==> src/sv/spl_pkg.sv <==
`timescale 1ns / 1ps

package spl_pkg;

    // command codes
    localparam logic [1:0] CMD_INSERT = 2'd0;
    localparam logic [1:0] CMD_DELETE = 2'd1;
    localparam logic [1:0] CMD_LIST   = 2'd2;

    // status codes
    localparam logic [1:0] STAT_OK        = 2'd0;
    localparam logic [1:0] STAT_FULL      = 2'd1;
    localparam logic [1:0] STAT_NOT_FOUND = 2'd2;
    localparam logic [1:0] STAT_EMPTY     = 2'd3;

    // most words a single list command returns
    localparam int RESULT_LIMIT = 16;

    typedef struct packed {
        logic [1:0]         command;
        logic [63:0]        key;
        logic signed [31:0] priority_req;
    } in_word_t;

    typedef struct packed {
        logic [1:0]         status;
        logic [63:0]        entry_key;
        logic signed [31:0] entry_priority;
        logic               is_last;
    } out_word_t;

    // what the whole row of cells does in one cycle
    typedef enum logic [1:0] {
        MODE_HOLD,
        MODE_INSERT,
        MODE_DELETE,
        MODE_ROTATE
    } cell_mode_t;

    typedef struct packed {
        cell_mode_t         mode;
        logic [63:0]        key;
        logic signed [31:0] prio;
    } cell_ctl_t;

    // contents and status one cell shows its neighbors
    typedef struct packed {
        logic [63:0]        key;
        logic signed [31:0] prio;
        logic               valid;
        logic               keep;
    } cell_link_t;

    typedef enum logic [1:0] {
        ST_IDLE,
        ST_INSERT,
        ST_DELETE,
        ST_LIST
    } seq_state_t;

endpackage

==> src/sv/spl_cell.sv <==
`timescale 1ns / 1ps

module spl_cell
    import spl_pkg::*;
(
    input  logic       aclk,
    input  cell_ctl_t  ctl,
    input  logic       valid_in,
    input  cell_link_t prev_link,
    input  cell_link_t next_link,
    input  logic       hole_in,
    output cell_link_t self_link,
    output logic       hole_out
);

    logic [63:0]        key_reg;
    logic [63:0]        key_next;
    logic signed [31:0] prio_reg;
    logic signed [31:0] prio_next;
    logic               keep;
    logic               match;

    // compare against the word in flight
    assign keep     = valid_in && (prio_reg >= ctl.prio);
    assign match    = valid_in && (key_reg == ctl.key);
    assign hole_out = hole_in || match;

    assign self_link.key   = key_reg;
    assign self_link.prio  = prio_reg;
    assign self_link.valid = valid_in;
    assign self_link.keep  = keep;

    // pick the next contents from self, new entry or a neighbor
    always_comb begin
        key_next  = key_reg;
        prio_next = prio_reg;
        case (ctl.mode)
            MODE_INSERT: begin
                if (!keep) begin
                    if (prev_link.keep) begin
                        key_next  = ctl.key;
                        prio_next = ctl.prio;
                    end else begin
                        key_next  = prev_link.key;
                        prio_next = prev_link.prio;
                    end
                end
            end
            MODE_DELETE: begin
                if (hole_out) begin
                    key_next  = next_link.key;
                    prio_next = next_link.prio;
                end
            end
            MODE_ROTATE: begin
                key_next  = next_link.key;
                prio_next = next_link.prio;
            end
            default: begin
                key_next  = key_reg;
                prio_next = prio_reg;
            end
        endcase
    end

    always_ff @(posedge aclk) begin
        key_reg  <= key_next;
        prio_reg <= prio_next;
    end

endmodule

==> config.mk <==
export PLATFORM = sky130hd
export DESIGN_NAME = spl_cell
export DESIGN_NICKNAME = d
export VERILOG_FILES = /design/src/sv/spl_pkg.sv /design/src/sv/spl_cell.sv
export SDC_FILE = /design/constraint.sdc
export NUM_CORES = 1
export LEC_CHECK = 0
export ABC_AREA = 1
export BUFFER_PORTS_ARGS = -buffer_cell sky130_fd_sc_hd__buf_2
export CAP_MARGIN = 5
export CORE_AREA = 4 4 154 156
export CTS_BUF_LIST = sky130_fd_sc_hd__clkbuf_8
export CTS_CLUSTER_SIZE = 30
export DETAILED_ROUTE_END_ITERATION = 10
export DIE_AREA = 0 0 158 160
export GPL_ROUTABILITY_DRIVEN = 0
export PLACE_DENSITY = 0.67
export SLEW_MARGIN = 0
export SYNTH_ARGS = -nofsm -noshare
export SYNTH_HDL_FRONTEND = slang
export SYNTH_SLANG_ARGS = --single-unit
export TNS_END_PERCENT = 100
==> constraint.sdc <==
create_clock -name aclk -period 6.95 [get_ports aclk]
set_input_delay 0 -clock aclk [delete_from_list [all_inputs] [get_ports aclk]]
set_output_delay 0 -clock aclk [all_outputs]
set_load 0.005 [all_outputs]
==> out/qor.csv <==
stage;metric;value;unit
sta;Final Hold Vio Count;0;
floorplan;num ports;396;
global_route;GRT Overall Usage;21.9;%
global_route;GRT Residual Overflow;0;
min_path;Hold WC Path Type;in -> reg;
final_layout;synthesis-to-layout area growth;62.2;%
yosys;syn_nets;1236;
flow_run;Max Cap Viol;0;
sta;Setup-failing EPs final;0;
power_and_ir_drop;leakage;5.28;nW
final_layout;ANT cells;0;
yosys;Top FF cell, synth;edfxtp_1;
setup_path;CP Class;reg -> reg;
placed_design;I/O Buffers;392;
drt;drt pass-1 iters;6;
setup_path;crit path from;prio_reg[25];
floorplan;Die Y;160;µm
floorplan;num rows;55;
clocking;worst skew pair latency;0.38;ns
final_layout;Final #Nets;1780;
clocking;TritonCTS buffer count;9;
clocking;CTS max path bufs;2;
sta;Slew headroom;25.8;%
placed_design;setup slack at placement;3.63;ns
setup_path;Worst path slowest cell;buf_4;
setup_path;most numerous cell on the critical path;nand2_1;
power_and_ir_drop;PwrDens;159;nW/µm²
setup_path;RR Startpoint;prio_reg[25];
sta;Tcrit/Tclk final;48.7;%
sta;skew final;0.0187;ns
setup_path;R2R Path End;key_reg[5];
clocking;htree depth;3;
sta;Worst Tran Pin Value;1.11;ns
yosys;Synth Register Bits;96;
sta;setup tns final;0;ns
final_layout;share of layout cells above drive strength 1;29.5;%
sta;max-slew violation count;0;
drt;Routed Antenna Nets;0;
sta;RSZ-0062 raised after global routing;no;
placed_design;hpwl dp;21300;µm
run_status;outcome;completed;
yosys;Post-Syn Area;6700;µm²
global_route;first-pass GRT wire length;43100;µm
setup_path;reg-to-reg slack, setup;3.57;ns
floorplan;Die W;158;µm
setup_path;CP Data Required Time;6.95;ns
clocking;Worst-path clk slew;0.10;ns
yosys;Distinct cells, synth;29;
drt;DRC viols;0;
min_path;Hold Startpoint;next_link[14];
yosys;sequential area share after synthesis;43.0;%
clocking;Clock Sinks;96;
drt;vias;8415;
sta;Setup WS post-layout;3.57;ns
setup_path;FF-to-FF path depth;13;
yosys;number of synthesized flops with an enable pin;96;
yosys;syn avg cell area;7.39;µm²
clocking;CTS Root Cell;clkbuf_8;
power_and_ir_drop;peak supply drop;0.0964;mV
setup_path;Critical Path Start Type;flip-flop;
global_route;initial antenna violation count;0;
global_route;pin count of the biggest net entering global routing;97;
setup_path;worst path arrival time;3.39;ns
drt;initial detailed-routing violation count;716;
final_layout;commonest non-fill, non-tap cell in the layout;buf_2;
final_layout;most frequent cells in the layout;390 x buf_2, 211 x nand2_1, 207 x a21oi_1;
setup_path;Crit. End Element;flip-flop;
sta;min Tclk post-route;3.38;ns
floorplan;placeable core region;22400;µm²
drt;Routed WL;29300;µm
setup_path;critical-path cell list;ha_1 -> a21oi_1 -> o21ai_0 -> nand2_1 -> nand2_1 -> a21oi_1 -> nand2_1 -> nand2_1 -> nand3_1 -> nand3_1 -> nand2_1 -> inv_4 -> buf_4;
yosys;FFs w/ async S/R, synth;0;%
setup_path;CP max stage delay;0.67;ns
floorplan;Initial Util;30.0;%
drt;WL per Instance;16.9;µm
yosys;YS warnings;0;
final_layout;Filler cells;2150;
global_route;number of global-route vias before repair;8278;
min_path;hold path endpoint;prio_reg[12];
min_path;Hold Crit Depth;3;
yosys;Mapped Cells;907;
drt;via-per-instance ratio;4.83;
sta;Max Clk Rate;295;MHz
sta;Hold Slack;0.0245;ns
final_layout;max FFs per register;64;
clocking;CTS tree;yes;
floorplan;Die ar.;25300;µm²
setup_path;crit path max fanout;50;
-- per-stage QoR --
step                      total power, W  util, %  area (µm²)  cells
after floorplan                  0.00100        -        6700    907
after global placement           0.00124     39.7        8870   1545
after detailed placement         0.00125     39.7        8870   1545
after CTS                        0.00174     48.6       10900   1741
after global routing             0.00184     48.6       10900   1741
final                            0.00173     48.6       10900   1741
-- metal layers --
| layer | track usage (%) | routed length [µm] |
|---|---|---|
| met1 | 26.9 | 11700 |
| met2 | 38.0 | 14200 |
| met3 | 3.96 | 2330 |
| met4 | 8.18 | 1080 |
| met5 | 0 | 0 |
-- worst max-delay path by stage --
stage | endpoint | slack, ns
3_5_place_dp | key_reg[6] | 3.63
6_report | key_reg[5] | 3.57
4_1_cts | key_reg[5] | 3.58
3_3_place_gp | key_reg[28] | 3.63
2_1_floorplan | key_reg[0] | 3.20
5_1_grt | key_reg[5] | 3.28
-- cell usage after synthesis (2+ instances only) --
cell	instances	area, µm²
nand2_1	211	792
a21oi_1	207	1040
nor2_1	137	514
edfxtp_1	96	2880
inv_1	92	345
ha_1	32	400
clkbuf_1	29	109
o21ai_1	29	145
buf_2	10	50.1
o21ai_0	10	50.1
xor2_1	9	78.8
xnor2_1	7	61.3
inv_2	6	22.5
nand3_1	5	25.0
nor2_2	4	25.0
buf_4	3	22.5
nand4_1	3	18.8
nand2_2	2	12.5
nand3_2	2	20.0
nor3_1	2	10.0
o21a_1	2	15.0
o22ai_1	2	12.5
-- power breakdown --
part           switching, W  internal (W)  total, W
logic              0.000297      0.000283  0.000580
registers         0.0000411      0.000721  0.000762
clock network      0.000221      0.000168  0.000389
total              0.000559       0.00117   0.00173
-- logic make-up (layout without fill, tap and decap cells) --
family	count (synthesis)	count (layout)	synth area share [%]
compound gates	252	252	19.0
xor+xnor	16	16	2.09
fa+ha+maj	32	32	5.98
buf+inv	143	692	8.48
flops	96	96	43.0
simple gates	368	368	21.4
-- cell type report --
type | count | area (µm²) | share of cell area [%]
Clock inverter | 7 | 70.1 | 0.645
Multi-Input combinational cell | 668 | 3250 | 29.9
Inverter | 99 | 377 | 3.47
Clock buffer | 9 | 124 | 1.14
Tap cell | 285 | 357 | 3.28
Timing Repair Buffer | 577 | 3810 | 35.0
Sequential cell | 96 | 2880 | 26.5
-- what timing repair did --
| action | CTS | global route |
|---|---|---|
| setup buffers | 0 | 0 |
| setup endpoints to repair | 0 | 0 |
| endpoints found under the hold margin | 93 | 0 |
| hold buffers | 180 | 0 |
| gates resized for setup | 0 | 0 |
-- critical path, delay by kind of cell, from the launching register on --
| kind | cells | cell delay [ns] |
|---|---|---|
| AOI/OAI and AO/OA | 3 | 0.48 |
| adders and majority gates | 1 | 0.31 |
| buffers and inverters | 2 | 1.13 |
| DFF | 1 | 0.42 |
| and+or+nand+nor | 7 | 0.58 |
Note: power is estimated with default switching activity, not from simulation.
